<file path="src/design/htw_pkg.sv">
`timescale 1ns / 1ps

package htw_pkg;

  // Request field widths
  localparam int unsigned REQ_W        = 2;
  localparam int unsigned ID_W         = 5;
  localparam int unsigned TIMEOUT_BITS = 20;

  // Stream data widths, padded to whole bytes
  localparam int unsigned IN_DATA_W  = ((ID_W + TIMEOUT_BITS + 1 + 7) / 8) * 8;
  localparam int unsigned OUT_DATA_W = ((ID_W + 7) / 8) * 8;

  typedef enum logic [REQ_W-1:0] {
    REQ_ADD    = 2'd0,
    REQ_REMOVE = 2'd1,
    REQ_ADJUST = 2'd2,
    REQ_TICK   = 2'd3
  } req_e;

  typedef enum logic [2:0] {
    ST_IDLE,
    ST_DIV,
    ST_ARM,
    ST_PRIME,
    ST_SCAN,
    ST_FLUSH
  } state_e;

  // Controller to datapath
  typedef struct packed {
    logic accept;
    logic div_step;
    logic arm_wr;
    logic prime;
    logic scan;
    logic flush;
  } htw_cmd_t;

  // Datapath to controller
  typedef struct packed {
    logic req_tick;
    logic req_arm;
    logic id_ok;
    logic div_done;
    logic scan_end;
    logic flush_ok;
  } htw_sts_t;

endpackage

</file>
<file path="src/design/htw_ram.sv">
`timescale 1ns / 1ps

module htw_ram #(
  parameter int unsigned WIDTH = 8,
  parameter int unsigned DEPTH = 32
) (
  input  logic                                          clk_i,
  input  logic                                          we_i,
  input  logic [((DEPTH > 1) ? $clog2(DEPTH) : 1)-1:0] waddr_i,
  input  logic [WIDTH-1:0]                              wdata_i,
  input  logic [((DEPTH > 1) ? $clog2(DEPTH) : 1)-1:0] raddr_i,
  output logic [WIDTH-1:0]                              rdata_o
);

  logic [WIDTH-1:0] mem_q [DEPTH];

  // Write port
  always_ff @(posedge clk_i) begin
    if (we_i) begin
      mem_q[waddr_i] <= wdata_i;
    end
  end

  // Registered read port
  always_ff @(posedge clk_i) begin
    rdata_o <= mem_q[raddr_i];
  end

endmodule

</file>
<file path="src/design/htw_ctrl.sv">
`timescale 1ns / 1ps

module htw_ctrl (
  input  logic              clk_i,
  input  logic              rst_ni,
  input  logic              in_valid_i,
  output logic              in_ready_o,
  input  htw_pkg::htw_sts_t sts_i,
  output htw_pkg::htw_cmd_t cmd_o
);

  import htw_pkg::*;

  state_e state_q, state_d;

  // State register
  always_ff @(posedge clk_i or negedge rst_ni) begin
    if (!rst_ni) begin
      state_q <= ST_IDLE;
    end else begin
      state_q <= state_d;
    end
  end

  // Next state and commands
  always_comb begin
    state_d    = state_q;
    cmd_o      = '0;
    in_ready_o = 1'b0;
    unique case (state_q)
      ST_IDLE: begin
        in_ready_o   = 1'b1;
        cmd_o.accept = in_valid_i;
        if (in_valid_i) begin
          if (sts_i.req_tick) begin
            state_d = ST_PRIME;
          end else if (sts_i.req_arm && sts_i.id_ok) begin
            state_d = ST_DIV;
          end
        end
      end
      ST_DIV: begin
        cmd_o.div_step = 1'b1;
        if (sts_i.div_done) begin
          state_d = ST_ARM;
        end
      end
      ST_ARM: begin
        cmd_o.arm_wr = 1'b1;
        state_d      = ST_IDLE;
      end
      ST_PRIME: begin
        cmd_o.prime = 1'b1;
        state_d     = ST_SCAN;
      end
      ST_SCAN: begin
        cmd_o.scan = 1'b1;
        if (sts_i.scan_end) begin
          state_d = ST_FLUSH;
        end
      end
      ST_FLUSH: begin
        cmd_o.flush = 1'b1;
        if (sts_i.flush_ok) begin
          state_d = ST_IDLE;
        end
      end
      default: begin
        state_d = ST_IDLE;
      end
    endcase
  end

endmodule

</file>
<file path="src/design/htw_datapath.sv">
`timescale 1ns / 1ps

module htw_datapath #(
  parameter int unsigned SLOTS  = 1024,
  parameter int unsigned TIMERS = 32
) (
  input  logic                             clk_i,
  input  logic                             rst_ni,
  input  htw_pkg::htw_cmd_t                cmd_i,
  output htw_pkg::htw_sts_t                sts_o,
  input  logic [htw_pkg::IN_DATA_W-1:0]    in_data_i,
  input  logic [htw_pkg::REQ_W-1:0]        in_user_i,
  output logic                             out_valid_o,
  input  logic                             out_ready_i,
  output logic [htw_pkg::OUT_DATA_W-1:0]   out_data_o,
  output logic                             out_last_o
);

  import htw_pkg::*;

  localparam int unsigned     SLOT_W    = $clog2(SLOTS);
  localparam longint unsigned MAX_TICKS = (64'd1 << TIMEOUT_BITS) - 64'd1;
  localparam int unsigned     ROT_W     = $clog2(MAX_TICKS / SLOTS + 1);
  localparam int unsigned     TIDX_W    = (TIMERS > 1) ? $clog2(TIMERS) : 1;
  localparam int unsigned     CNT_W     = 2;

  // Reciprocal of SLOTS scaled by 2^RCP_SH, rounded up; exact for every delay
  localparam int unsigned     RCP_SH    = TIMEOUT_BITS + SLOT_W;
  localparam int unsigned     RCP_W     = TIMEOUT_BITS + 2;
  localparam int unsigned     PROD_W    = TIMEOUT_BITS + RCP_W;
  localparam longint unsigned RCP_V     = ((64'd1 << RCP_SH) + SLOTS - 1) / SLOTS;

  localparam logic [SLOT_W:0]       SLOTS_V   = (SLOT_W + 1)'(SLOTS);
  localparam logic [SLOT_W-1:0]     LAST_SLOT = SLOT_W'(SLOTS - 1);
  localparam logic [TIDX_W-1:0]     LAST_IDX  = TIDX_W'(TIMERS - 1);
  localparam logic [ID_W+1:0]       TIMERS_V  = (ID_W + 2)'(TIMERS);
  localparam logic [CNT_W-1:0]      DIV_STEPS = CNT_W'(2);
  localparam logic [RCP_W-1:0]      RCP       = RCP_W'(RCP_V);
  localparam logic [TIMEOUT_BITS-1:0] SLOTS_T = TIMEOUT_BITS'(SLOTS);

  typedef struct packed {
    logic              per;
    logic [ROT_W-1:0]  reload;
    logic [SLOT_W-1:0] offset;
    logic [SLOT_W-1:0] slot;
    logic [ROT_W-1:0]  rot;
  } entry_t;

  localparam int unsigned ENT_W = $bits(entry_t);

  // (a + b) mod SLOTS for a, b already below SLOTS
  function automatic logic [SLOT_W-1:0] slot_add(input logic [SLOT_W-1:0] a,
                                                 input logic [SLOT_W-1:0] b);
    logic [SLOT_W:0] s;
    s = {1'b0, a} + {1'b0, b};
    if (s >= SLOTS_V) begin
      s = s - SLOTS_V;
    end
    return s[SLOT_W-1:0];
  endfunction

  // Input field decode
  req_e                    in_req;
  logic [ID_W-1:0]         in_id;
  logic [TIMEOUT_BITS-1:0] in_tmo;
  logic                    in_per;
  logic                    in_id_ok;

  assign in_req   = req_e'(in_user_i);
  assign in_id    = in_data_i[ID_W-1:0];
  assign in_tmo   = in_data_i[ID_W +: TIMEOUT_BITS];
  assign in_per   = in_data_i[ID_W + TIMEOUT_BITS];
  assign in_id_ok = {2'b00, in_id} < TIMERS_V;

  // Request and divider registers
  logic [TIDX_W-1:0]       req_idx_q;
  logic                    req_per_q;
  logic [TIMEOUT_BITS-1:0] dvd_q;
  logic [ROT_W-1:0]        quo_q;
  logic [SLOT_W-1:0]       rem_q;
  logic [CNT_W-1:0]        cnt_q;
  logic [PROD_W-1:0]       rcp_prod;
  logic [TIMEOUT_BITS-1:0] quo_slots;
  logic                    div_done;

  assign rcp_prod  = {{RCP_W{1'b0}}, dvd_q} * {{TIMEOUT_BITS{1'b0}}, RCP};
  assign quo_slots = TIMEOUT_BITS'(quo_q) * SLOTS_T;
  assign div_done  = cnt_q == DIV_STEPS;

  // Latch request, then split ticks by SLOTS: quotient by reciprocal multiply,
  // remainder on the next cycle
  always_ff @(posedge clk_i) begin
    if (cmd_i.accept) begin
      req_idx_q <= TIDX_W'(in_id);
      req_per_q <= in_per;
      dvd_q     <= (in_tmo == '0) ? TIMEOUT_BITS'(1) : in_tmo;
      quo_q     <= '0;
      rem_q     <= '0;
      cnt_q     <= '0;
    end else if (cmd_i.div_step && !div_done) begin
      if (cnt_q == '0) begin
        quo_q <= rcp_prod[RCP_SH +: ROT_W];
      end else begin
        rem_q <= SLOT_W'(dvd_q - quo_slots);
      end
      cnt_q <= cnt_q + CNT_W'(1);
    end
  end

  // Control state
  logic [TIMERS-1:0] armed_q;
  logic [SLOT_W-1:0] cur_q;
  logic [TIDX_W-1:0] eval_idx_q;
  logic              pend_valid_q, out_valid_q;
  logic [ID_W-1:0]   pend_id_q, out_id_q;
  logic              out_last_q;

  // Timer table
  entry_t            arm_ent, rd_ent, nxt_ent;
  logic [ENT_W-1:0]  rd_data;
  logic              ram_we;
  logic [TIDX_W-1:0] ram_waddr, ram_raddr;
  logic [ENT_W-1:0]  ram_wdata;

  htw_ram #(
    .WIDTH(ENT_W),
    .DEPTH(TIMERS)
  ) u_table (
    .clk_i  (clk_i),
    .we_i   (ram_we),
    .waddr_i(ram_waddr),
    .wdata_i(ram_wdata),
    .raddr_i(ram_raddr),
    .rdata_o(rd_data)
  );

  assign rd_ent = entry_t'(rd_data);

  // Entry written on add or adjust
  always_comb begin
    arm_ent.per    = req_per_q;
    arm_ent.reload = quo_q;
    arm_ent.offset = rem_q;
    arm_ent.slot   = slot_add(cur_q, rem_q);
    arm_ent.rot    = quo_q;
  end

  // Evaluate the scanned entry
  logic              hit, fire, countdown, out_free, stall, fire_go, last_idx;
  logic              flush_ok, flush_push, out_load;
  logic [SLOT_W-1:0] wake_slot;

  assign last_idx   = eval_idx_q == LAST_IDX;
  assign hit        = cmd_i.scan && armed_q[eval_idx_q] && (rd_ent.slot == cur_q);
  assign fire       = hit && (rd_ent.rot == '0);
  assign countdown  = hit && (rd_ent.rot != '0);
  assign out_free   = !out_valid_q || out_ready_i;
  assign stall      = fire && pend_valid_q && !out_free;
  assign fire_go    = fire && !stall;
  assign wake_slot  = slot_add(cur_q, rd_ent.offset);
  assign flush_ok   = !pend_valid_q || out_free;
  assign flush_push = cmd_i.flush && pend_valid_q && out_free;
  assign out_load   = (fire_go && pend_valid_q) || flush_push;

  // Count down, or re-arm a periodic timer that fired
  always_comb begin
    nxt_ent = rd_ent;
    if (countdown) begin
      nxt_ent.rot = rd_ent.rot - ROT_W'(1);
    end else begin
      nxt_ent.slot = wake_slot;
      if ((wake_slot == cur_q) && (rd_ent.reload != '0)) begin
        nxt_ent.rot = rd_ent.reload - ROT_W'(1);
      end else begin
        nxt_ent.rot = rd_ent.reload;
      end
    end
  end

  // Table port selection
  always_comb begin
    ram_we    = cmd_i.arm_wr || countdown || (fire_go && rd_ent.per);
    ram_waddr = cmd_i.arm_wr ? req_idx_q : eval_idx_q;
    ram_wdata = cmd_i.arm_wr ? arm_ent : nxt_ent;
    if (cmd_i.prime) begin
      ram_raddr = '0;
    end else if (cmd_i.scan && !stall && !last_idx) begin
      ram_raddr = eval_idx_q + TIDX_W'(1);
    end else begin
      ram_raddr = eval_idx_q;
    end
  end

  // Armed flags, wheel position, scan index, pending and output stages
  always_ff @(posedge clk_i or negedge rst_ni) begin
    if (!rst_ni) begin
      armed_q      <= '0;
      cur_q        <= '0;
      eval_idx_q   <= '0;
      pend_valid_q <= 1'b0;
      out_valid_q  <= 1'b0;
    end else begin
      if (cmd_i.accept && (in_req == REQ_REMOVE) && in_id_ok) begin
        armed_q[TIDX_W'(in_id)] <= 1'b0;
      end
      if (cmd_i.arm_wr) begin
        armed_q[req_idx_q] <= 1'b1;
      end
      if (fire_go && !rd_ent.per) begin
        armed_q[eval_idx_q] <= 1'b0;
      end

      if (cmd_i.prime) begin
        eval_idx_q <= '0;
      end else if (cmd_i.scan && !stall && !last_idx) begin
        eval_idx_q <= eval_idx_q + TIDX_W'(1);
      end

      if (fire_go) begin
        pend_valid_q <= 1'b1;
      end else if (flush_push) begin
        pend_valid_q <= 1'b0;
      end

      if (out_load) begin
        out_valid_q <= 1'b1;
      end else if (out_ready_i) begin
        out_valid_q <= 1'b0;
      end

      if (cmd_i.flush && flush_ok) begin
        cur_q <= (cur_q == LAST_SLOT) ? '0 : cur_q + SLOT_W'(1);
      end
    end
  end

  // Result payload
  always_ff @(posedge clk_i) begin
    if (fire_go) begin
      pend_id_q <= ID_W'(eval_idx_q);
    end
    if (out_load) begin
      out_id_q   <= pend_id_q;
      out_last_q <= flush_push;
    end
  end

  assign out_valid_o = out_valid_q;
  assign out_data_o  = OUT_DATA_W'(out_id_q);
  assign out_last_o  = out_last_q;

  // Status
  always_comb begin
    sts_o.req_tick = in_req == REQ_TICK;
    sts_o.req_arm  = (in_req == REQ_ADD) || (in_req == REQ_ADJUST);
    sts_o.id_ok    = in_id_ok;
    sts_o.div_done = div_done;
    sts_o.scan_end = cmd_i.scan && last_idx && !stall;
    sts_o.flush_ok = flush_ok;
  end

endmodule

</file>
<file path="src/design/hashed_timing_wheel_unit.sv">
// Add and adjust step through accepting the request, the reciprocal multiply that gives
// the rounds, the slot offset, closing the split and writing the table.
// Remove and out-of-table requests are done once accepted.
// A tick scans one table entry per cycle through the single read port, except while
// the result stream is held back.
// Reset clears every armed flag and the wheel position; table entries are not cleared.
`timescale 1ns / 1ps

module hashed_timing_wheel_unit #(
  parameter int unsigned SLOTS  = 1024,
  parameter int unsigned TIMERS = 32
) (
  input  logic                            clk_i,
  input  logic                            rst_ni,
  input  logic                            s_axis_tvalid,
  output logic                            s_axis_tready,
  // [4:0] timer_id, [24:5] timeout, [25] periodic, [31:26] zero
  input  logic [htw_pkg::IN_DATA_W-1:0]   s_axis_tdata,
  // [1:0] req_type
  input  logic [htw_pkg::REQ_W-1:0]       s_axis_tuser,
  output logic                            m_axis_tvalid,
  input  logic                            m_axis_tready,
  // [4:0] fired_id, [7:5] zero
  output logic [htw_pkg::OUT_DATA_W-1:0]  m_axis_tdata,
  output logic                            m_axis_tlast
);

  import htw_pkg::*;

  htw_cmd_t cmd;
  htw_sts_t sts;

  // Sequencer
  htw_ctrl u_ctrl (
    .clk_i     (clk_i),
    .rst_ni    (rst_ni),
    .in_valid_i(s_axis_tvalid),
    .in_ready_o(s_axis_tready),
    .sts_i     (sts),
    .cmd_o     (cmd)
  );

  // Timer table, divider and result stages
  htw_datapath #(
    .SLOTS (SLOTS),
    .TIMERS(TIMERS)
  ) u_datapath (
    .clk_i      (clk_i),
    .rst_ni     (rst_ni),
    .cmd_i      (cmd),
    .sts_o      (sts),
    .in_data_i  (s_axis_tdata),
    .in_user_i  (s_axis_tuser),
    .out_valid_o(m_axis_tvalid),
    .out_ready_i(m_axis_tready),
    .out_data_o (m_axis_tdata),
    .out_last_o (m_axis_tlast)
  );

endmodule

</file>
<file path="config.mk">
export PLATFORM = sky130hd
export DESIGN_NAME = hashed_timing_wheel_unit
export DESIGN_NICKNAME = d
export VERILOG_FILES = /design/src/design/htw_pkg.sv /design/src/design/htw_ram.sv /design/src/design/htw_ctrl.sv /design/src/design/htw_datapath.sv /design/src/design/hashed_timing_wheel_unit.sv
export SDC_FILE = /design/constraint.sdc
export NUM_CORES = 2
export LEC_CHECK = 0
export BUFFER_PORTS_ARGS = -buffer_cell sky130_fd_sc_hd__buf_2
export CAP_MARGIN = 20
export CORE_MARGIN = 1.5
export CORE_UTILIZATION = 45
export DETAILED_ROUTE_END_ITERATION = 8
export PLACE_DENSITY = 0.69
export SLEW_MARGIN = 20
export SYNTH_ARGS = -nofsm -noshare
export SYNTH_HDL_FRONTEND = slang
export SYNTH_SLANG_ARGS = --single-unit
</file>
<file path="constraint.sdc">
create_clock -name clk_i -period 9.9 [get_ports clk_i]
set_clock_uncertainty 0.15 [all_clocks]
set_input_delay 1.98 -clock clk_i [delete_from_list [all_inputs] [get_ports clk_i]]
set_output_delay 1.98 -clock clk_i [all_outputs]
set_load 0.005 [all_outputs]
</file>
======== Yosys cells after proc, flatten, opt, wreduce, memory -nomap -nowiden ========
Memories as Yosys holds them, arrays and structs flattened. A register that Yosys moved wholly into a read port is not among the register bits.
Index checks and enable logic that the tools add are counted.
storage, ports and cells
  bits in registers ....................... 111
  input port bits ......................... 38
  logic and storage cells ................. 147
  memory bits (writable) .................. 1312
  memories ................................ 1
  output and inout port bits .............. 11
memory list
  name                      words  width  rd ports  clocked after Yosys merged registers in  wr ports  line           text
  u_datapath.u_table.mem_q  32     41     1         1                                        1         htw_ram.sv:15  logic [WIDTH-1:0] mem_q [DEPTH];
cells by class
  $add $sub $neg .......................... 10
  bitwise operators ....................... 6
  mux-type cells .......................... 41
  reduce and logical (&&, ||, !) cells .... 48
  eq/ne operators ......................... 18
  $lt $le $gt $ge ......................... 8
operator list
  operator                                             count
  2-to-1 mux 32 bit                                    3
  bitwise AND 32 bit                                   2
  inverter 32 bit                                      2
  2-to-1 mux 10 bit                                    6
  subtractor 10 x 1 -> 10 bit, second input constant   5
  2-to-1 mux 41 bit                                    1
  bitwise OR 32 bit                                    1
  logical AND 1 bit                                    23
  adder 10 x 10 -> 11 bit                              2
  >= comparator 11 bit, second input constant          2
  equality test 10 bit                                 2
  logical NOT 20 bit                                   1
  nonzero test 10 bit                                  2
  < comparator 5 x 6 -> 1 bit, second input constant   3
  2-to-1 mux 3 bit                                     6
  2-to-1 mux 1 bit                                     17
  demux 1 bit (select 5 bit)                           3
  >= comparator 5 x 1 -> 1 bit, second input constant  3
  2-to-1 mux 5 bit                                     3
  one-hot mux 3 bit (5 select lines)                   1
  adder 10 x 1 -> 10 bit, second input constant        1
  equality test 10 bit, second input constant          1
  logical NOT 10 bit                                   1
  logical NOT 1 bit                                    7
  other kinds (19)                                     33

======== Logic depth before layout (Yosys ltp) ========
  depth in word-level cells ............... 13
  depth in mapped cells ................... 18
  gate-level depth less buffers ........... 14

======== Modules after synthesis ========
From an unflattened synthesis, not the netlist that was laid out.
second synthesis, totals
  cell total of the unflattened synthesis .. 3692
  area total of the unflattened synthesis .. 59126.7 µm²
by module, submodules not included
  module        times used  cells an instance  seq. area each (µm²)  area each (µm²)
  htw_ram       1           2883               40218.6               51794.7
  htw_datapath  1           783                2777.7                7115.6
  htw_ctrl      1           26                 75.1                  216.5

======== Worst setup path after synthesis ========
Ideal clock, no wire load.
  path type ............................... input-to-reg
  start point ............................. in m_axis_tready
  end point ............................... mem u_datapath.u_table.mem_q[23][0] (netlist name), enable pin
  buffers on the path ..................... 2
  data arrival time ....................... 4.841 ns
  slack ................................... 4.469 ns
  required time ........................... 9.311 ns
  setup time .............................. 0.439 ns
  stages .................................. 9
  cells stage by stage .................... nor2b_1 and2_1 clkbuf_1 nor2_1 a21o_1 a21boi_0 or2_2 clkbuf_1 nor2_1
between the ends
  word-level cells in the longest chain between the ends .. 9
RTL lines
  what                                    line                            text
  from (decl)                             hashed_timing_wheel_unit.sv:22  input logic m_axis_tready,
  logical OR 1 bit                        htw_datapath.sv:157             assign out_free = !out_valid_q || out_ready_i;
  logical NOT 1 bit                       htw_datapath.sv:158             assign stall = fire && pend_valid_q && !out_free;
  logical AND 1 bit                       htw_datapath.sv:158
  logical NOT 1 bit                       htw_datapath.sv:159             assign fire_go = fire && !stall;
  logical AND 1 bit                       htw_datapath.sv:159
  logical AND 1 bit                       htw_datapath.sv:182             ram_we = cmd_i.arm_wr || countdown || (fire_go && rd_ent.per);
  logical OR 1 bit                        htw_datapath.sv:182
  2-to-1 mux 1 bit                        htw_ram.sv:19                   if (we_i) begin
  2-to-1 mux 1 bit (implied by the code)  htw_ram.sv:20                   mem_q[waddr_i] <= wdata_i;
  to (decl)                               htw_ram.sv:15
No other way between the ends.

======== Final worst setup path ========
  start point ............................. reg u_ctrl.state_q[2]
  end point ............................... reg u_datapath.u_table.rdata_o[3] (read register of u_datapath.u_table.mem_q)
between the ends
  word-level cells in the longest chain between the ends .. 12
  elaborated cells on any way between the ends .. 14
  those cells by class .................... eq/ne (2); mux (4); reduce/logical (8)
RTL lines
  what                            line                 text
  from (decl)                     htw_ctrl.sv:14       state_e state_q, state_d;
  from (signal assigned)          htw_ctrl.sv:21       state_q <= state_d;
  equality test 3 bit             htw_ctrl.sv:30       unique case (state_q)
  2-to-1 mux 1 bit                htw_ctrl.sv:30
  logical AND 1 bit (2 in a row)  htw_datapath.sv:154  assign hit = cmd_i.scan && armed_q[eval_idx_q] && (rd_ent.slot == cur_q);
  logical AND 1 bit               htw_datapath.sv:155  assign fire = hit && (rd_ent.rot == '0);
  logical AND 1 bit (2 in a row)  htw_datapath.sv:158
  logical NOT 1 bit               htw_datapath.sv:187  end else if (cmd_i.scan && !stall && !last_idx) begin
  logical AND 1 bit (2 in a row)  htw_datapath.sv:187
  2-to-1 mux 5 bit                --
  2-to-1 mux 5 bit (*)            --
  to (decl)                       htw_ram.sv:12        output logic [WIDTH-1:0] rdata_o
Mark *: on every way between the ends. The rest lies on a longest branch, timed or not.
A chain may end at the register's enable or synchronous reset.

==> flow_metrics.py <==
metrics = {
    "placement": {
        "pre_cts_setup_slack_ns": 3.270,
        "numPlacedInstances": 6341,
        "routabilityCongestion": 0.9246,
        "detailed_place_hpwl_um": 83140,
        "placement.io_buffers": 39,
    },
    "die": {
        "floorplan.initialDensity": 0.4525,
        "floorplan_core_area_mm2": 0.1311,
        "rows": 133,
        "floorplan.io_pins": 49,
        "chipHeight_um": 366.1,
        "horizontal_die_dimension_um": 366.1,
        "floorplan.die_area_mm2": 0.1340,
    },
    "route": {
        "wl_um": 160000,
        "residual_antenna_violating_net_count_after_detailed_routing": 0,
        "route.vias.total": 38930,
        "post_detailed_route_drc_marker_count": 0,
        "detailed_routing_iteration_count_for_the_pre_antenna_repair_pass": 8,
        "drt_initial_violations": 5932,
        "post_drt_via_cell_ratio": 5.890,
        "route.detailed.wl_per_inst_um": 24.22,
    },
    "global_route": {
        "global_route.usage.met2": 0.3564,
        "grt_antenna_before_repair": 2,
        "gr-usage-all-layers": 0.2334,
        "grt_remaining_overflow": 0,
        "grt_use_met3": 0.04737,
        "global_route.peak_usage_layer": "met2",
        "grt_start_max_net_pins": 191,
        "m1_gr_usage": 0.3304,
        "first_global_vias": 36460,
        "first_pass_grt_wire_length_um": 234800,
    },
    "worst_setup_path": {
        "crit_cells": 14,
        "cp_data_arrival_time_ns": 6.77,
        "worst_setup_path_end_kind": "flip-flop",
        "crit-reg2reg-capture": "u_datapath.u_table.rdata_o[3]$_DFF_P_",
        "path_cells": "or3b_1, or4_1, nor4_1, a21boi_1, nor2_1, a211oi_4, buf_4, buf_4, buf_12, nand2_1, nand3_1, a21oi_1, or4_1, a31oi_1",
        "cp-startpoint": "u_ctrl.state_q[2]$_DFFE_PN0P_",
        "critPathLaunchType": "flip-flop",
        "crit_path_top_delay_cell": "sky130_fd_sc_hd__or4_1",
        "cp_max_fo": 190,
        "worst_setup_path_category": "reg2reg",
        "worst_r2r_startpoint": "u_ctrl.state_q[2]$_DFFE_PN0P_",
        "worst-r2r-setup-slack_ns": 3.62,
        "critical_path_required_ns": 10.40,
        "crit_buf_inv": 3,
        "critPathCapture": "u_datapath.u_table.rdata_o[3]$_DFF_P_",
        "critPathMaxStageDelay_ns": 0.64,
        "r2r.worst_path.cells": 14,
        "crit_family": "simple AND/OR/NAND/NOR gates",
    },
    "sta": {
        "hold_slack_ns": 0.2728,
        "max_slew_margin": 0.2605,
        "timing.fmax_mhz": 159.3,
        "slew_viol_final": 0,
        "final-setup-viol-count": 0,
        "setup_slack_ns": 3.621,
        "worst_pin_slew_ns": 1.109,
        "layout_worst_path_cycle_share": 0.6343,
        "final.min_clock_period_ns": 6.279,
        "setup_tns_ns": 0,
        "finalHoldViolCount": 0,
        "grt_setup_unrepaired": "no",
    },
    "status": {
        "run_status": "finished, final reports clean",
    },
    "finish": {
        "layout-drive-gt1-share": 0.08735,
        "area.growth.synth_to_final_pct": 12.17,
        "fin_util": 0.5076,
        "final_non_filler_cell_total": 6609,
        "multi_input_comb_area_mm2": 0.01542,
        "antennaDiodeCount": 0,
        "nets": 4802,
        "fill_cells": 10940,
        "layout.area.seq_mm2": 0.04307,
    },
    "logic_synthesis": {
        "synth_cell_type_count": 73,
        "synth.cell_area_mm2": 0.05933,
        "ys.warnings.count": 0,
        "synth_seq_area_share": 0.7259,
        "synthCells": 4786,
        "syn_area_per_cell_um2": 12.40,
        "synth_flop_cell": "sky130_fd_sc_hd__edfxtp_1",
        "synthArstFlopShare": 0.03552,
        "synth_top_area_cell": "sky130_fd_sc_hd__edfxtp_1",
        "synth.ff_latch_count": 1464,
        "post_synth_edffs": 1349,
        "synthTopCellsByArea": "sky130_fd_sc_hd__edfxtp_1, sky130_fd_sc_hd__nand2_1, sky130_fd_sc_hd__nand3_1",
        "yosys.area.top_type_share": 0.6827,
    },
    "clock_tree": {
        "tritoncts": "built",
        "hold_fix_buffer_count_after_cts": 0,
        "cts.sink_count": 1464,
        "worstSkewPairLatency_ns": 0.76,
        "cts.path.max_buffers": 3,
        "cts_resized": 0,
        "ctsHtreeMaxLevel": 4,
        "postCtsSetupBuffers": 0,
        "clkSlewWorstSetupHoldPaths_ns": 0.06,
        "cts-root-buf": "sky130_fd_sc_hd__clkbuf_16",
        "clock_buffer_count_from_cts": 145,
    },
    "power_and_ir_drop": {
        "leakage_power_of_the_design_nw": 22.99,
        "p_per_area_mw_per_mm2": 317.3,
        "irDropWorstVdd_v": 0.0003522,
    },
    "run": {
        "max_cap_viol_count": 0,
    },
    "hold_path": {
        "min_path_type": "reg2reg",
    },
}
==> layout by cell type (no fill, tap or decap), drive strengths merged, types with 9 or more instances in the layout <==
cell	netlist	routed
a21oi	363	363
a22oi	99	99
a31oi	44	44
a32oi	9	9
buf	133	116
bufinv	0	19
clkbuf	185	184
clkinv	1	53
dfrtp	52	52
dfxtp	63	63
edfxtp	1349	1349
ha	29	29
inv	29	38
mux2i	67	67
nand2	1296	1296
nand2b	14	14
nand3	645	645
nor2	108	108
nor3	20	20
nor4	17	17
o21ai	32	32
or3	10	10
or4	44	44
xnor2	31	31
xor2	26	26
==> cell type report <==
| type | count | area share |
|---|---|---|
| Clock buffer | 184 | 0.05875 |
| Inverter | 30 | 0.001955 |
| Sequential cell | 1464 | 0.6471 |
| Tap cell | 1755 | 0.03299 |
| Timing Repair Buffer | 116 | 0.01275 |
| Clock inverter | 84 | 0.01474 |
| Multi-Input combinational cell | 2976 | 0.2317 |
==> kinds of logic after synthesis <==
family,after synthesis,synth area share
AO/OA/AOI/OAI,598,0.05869
XOR/XNOR,58,0.008793
adder cells (fa/ha/maj),31,0.006790
buffers and inverters,348,0.02484
flip-flops,1464,0.7259
multiplexers,72,0.01282
other,1,0.00006320
AND/OR/NAND/NOR,2214,0.1621
==> metrics by stage <==
step / total power, W / cell area (um^2)
floorplan: 0.01327 / 59340
global placement: 0.01527 / 61530
detailed placement: 0.01546 / 61580
CTS: 0.02106 / 66470
global route: 0.02207 / 66560
finish: 0.02112 / 66560
==> report_power, final <==
group	internal (W)	switching [W]	total, W	leakage (nW)
sequential	0.00840	0.000363	0.00876	13.4
combinational	0.00176	0.00495	0.00671	7.20
clock	0.00331	0.00233	0.00564	2.39
==> per-layer routing <==
layer	share of wire	up-vias
met5	0	-
met1	0.40	19230
met4	0.035	0
li1	-	17230
met3	0.11	329
met2	0.45	2137
==> how the worst min path moves through the flow <==
stage                                           start  depth (start not counted)                               end
finish              u_datapath.pend_id_q[4]$_DFFE_PP_                          0  u_datapath.out_id_q[4]$_DFFE_PP_
global route        u_datapath.pend_id_q[4]$_DFFE_PP_                          0  u_datapath.out_id_q[4]$_DFFE_PP_
CTS                 u_datapath.pend_id_q[2]$_DFFE_PP_                          0  u_datapath.out_id_q[2]$_DFFE_PP_
detailed placement  u_datapath.pend_id_q[2]$_DFFE_PP_                          0  u_datapath.out_id_q[2]$_DFFE_PP_
global placement    u_datapath.pend_id_q[1]$_DFFE_PP_                          0  u_datapath.out_id_q[1]$_DFFE_PP_
floorplan           u_datapath.pend_id_q[0]$_DFFE_PP_                          0  u_datapath.out_id_q[0]$_DFFE_PP_
==> cells in the mapped netlist, drive strengths merged, types with 6 or more instances <==
library cell  count
or2               6
xnor2            31
buf             133
or3              10
o21ai            32
and3              7
nor3             20
nand3           645
or4              44
nand4             7
dfxtp            63
nand2          1296
a211oi            6
a31oi            44
mux2i            67
nand3b            7
nor4             17
a32oi             9
ha               29
dfrtp            52
a21oi           363
edfxtp         1349
nor2b             6
inv              29
clkbuf          185
nor2            108
a22oi            99
xor2             26
nand2b           14
and2              7
==> worst register-to-register path, cell delays in order (launching register included) <==
cell and delay, ns:
sky130_fd_sc_hd__dfrtp_1 0.59, sky130_fd_sc_hd__or3b_1 0.51, sky130_fd_sc_hd__or4_1 0.64, sky130_fd_sc_hd__nor4_1 0.47, sky130_fd_sc_hd__a21boi_1 0.30, sky130_fd_sc_hd__nor2_1 0.11
sky130_fd_sc_hd__a211oi_4 0.19, sky130_fd_sc_hd__buf_4 0.52, sky130_fd_sc_hd__buf_4 0.57, sky130_fd_sc_hd__buf_12 0.58, sky130_fd_sc_hd__nand2_1 0.46, sky130_fd_sc_hd__nand3_1 0.12
sky130_fd_sc_hd__a21oi_1 0.09, sky130_fd_sc_hd__or4_1 0.60, sky130_fd_sc_hd__a31oi_1 0.28
==> state kept, by name, indices dropped and copies added (netlist names), 10 cells and up <==
| signal | count |
|---|---|
| u_datapath.dvd_q | 20 |
| u_datapath.cur_q | 10 |
| u_datapath.rem_q | 10 |
| u_datapath.u_table.rdata_o | 41 |
| u_datapath.armed_q | 32 |
| u_datapath.quo_q | 10 |
| u_datapath.u_table.mem_q | 1312 |
(Power assumes the default switching activity.)
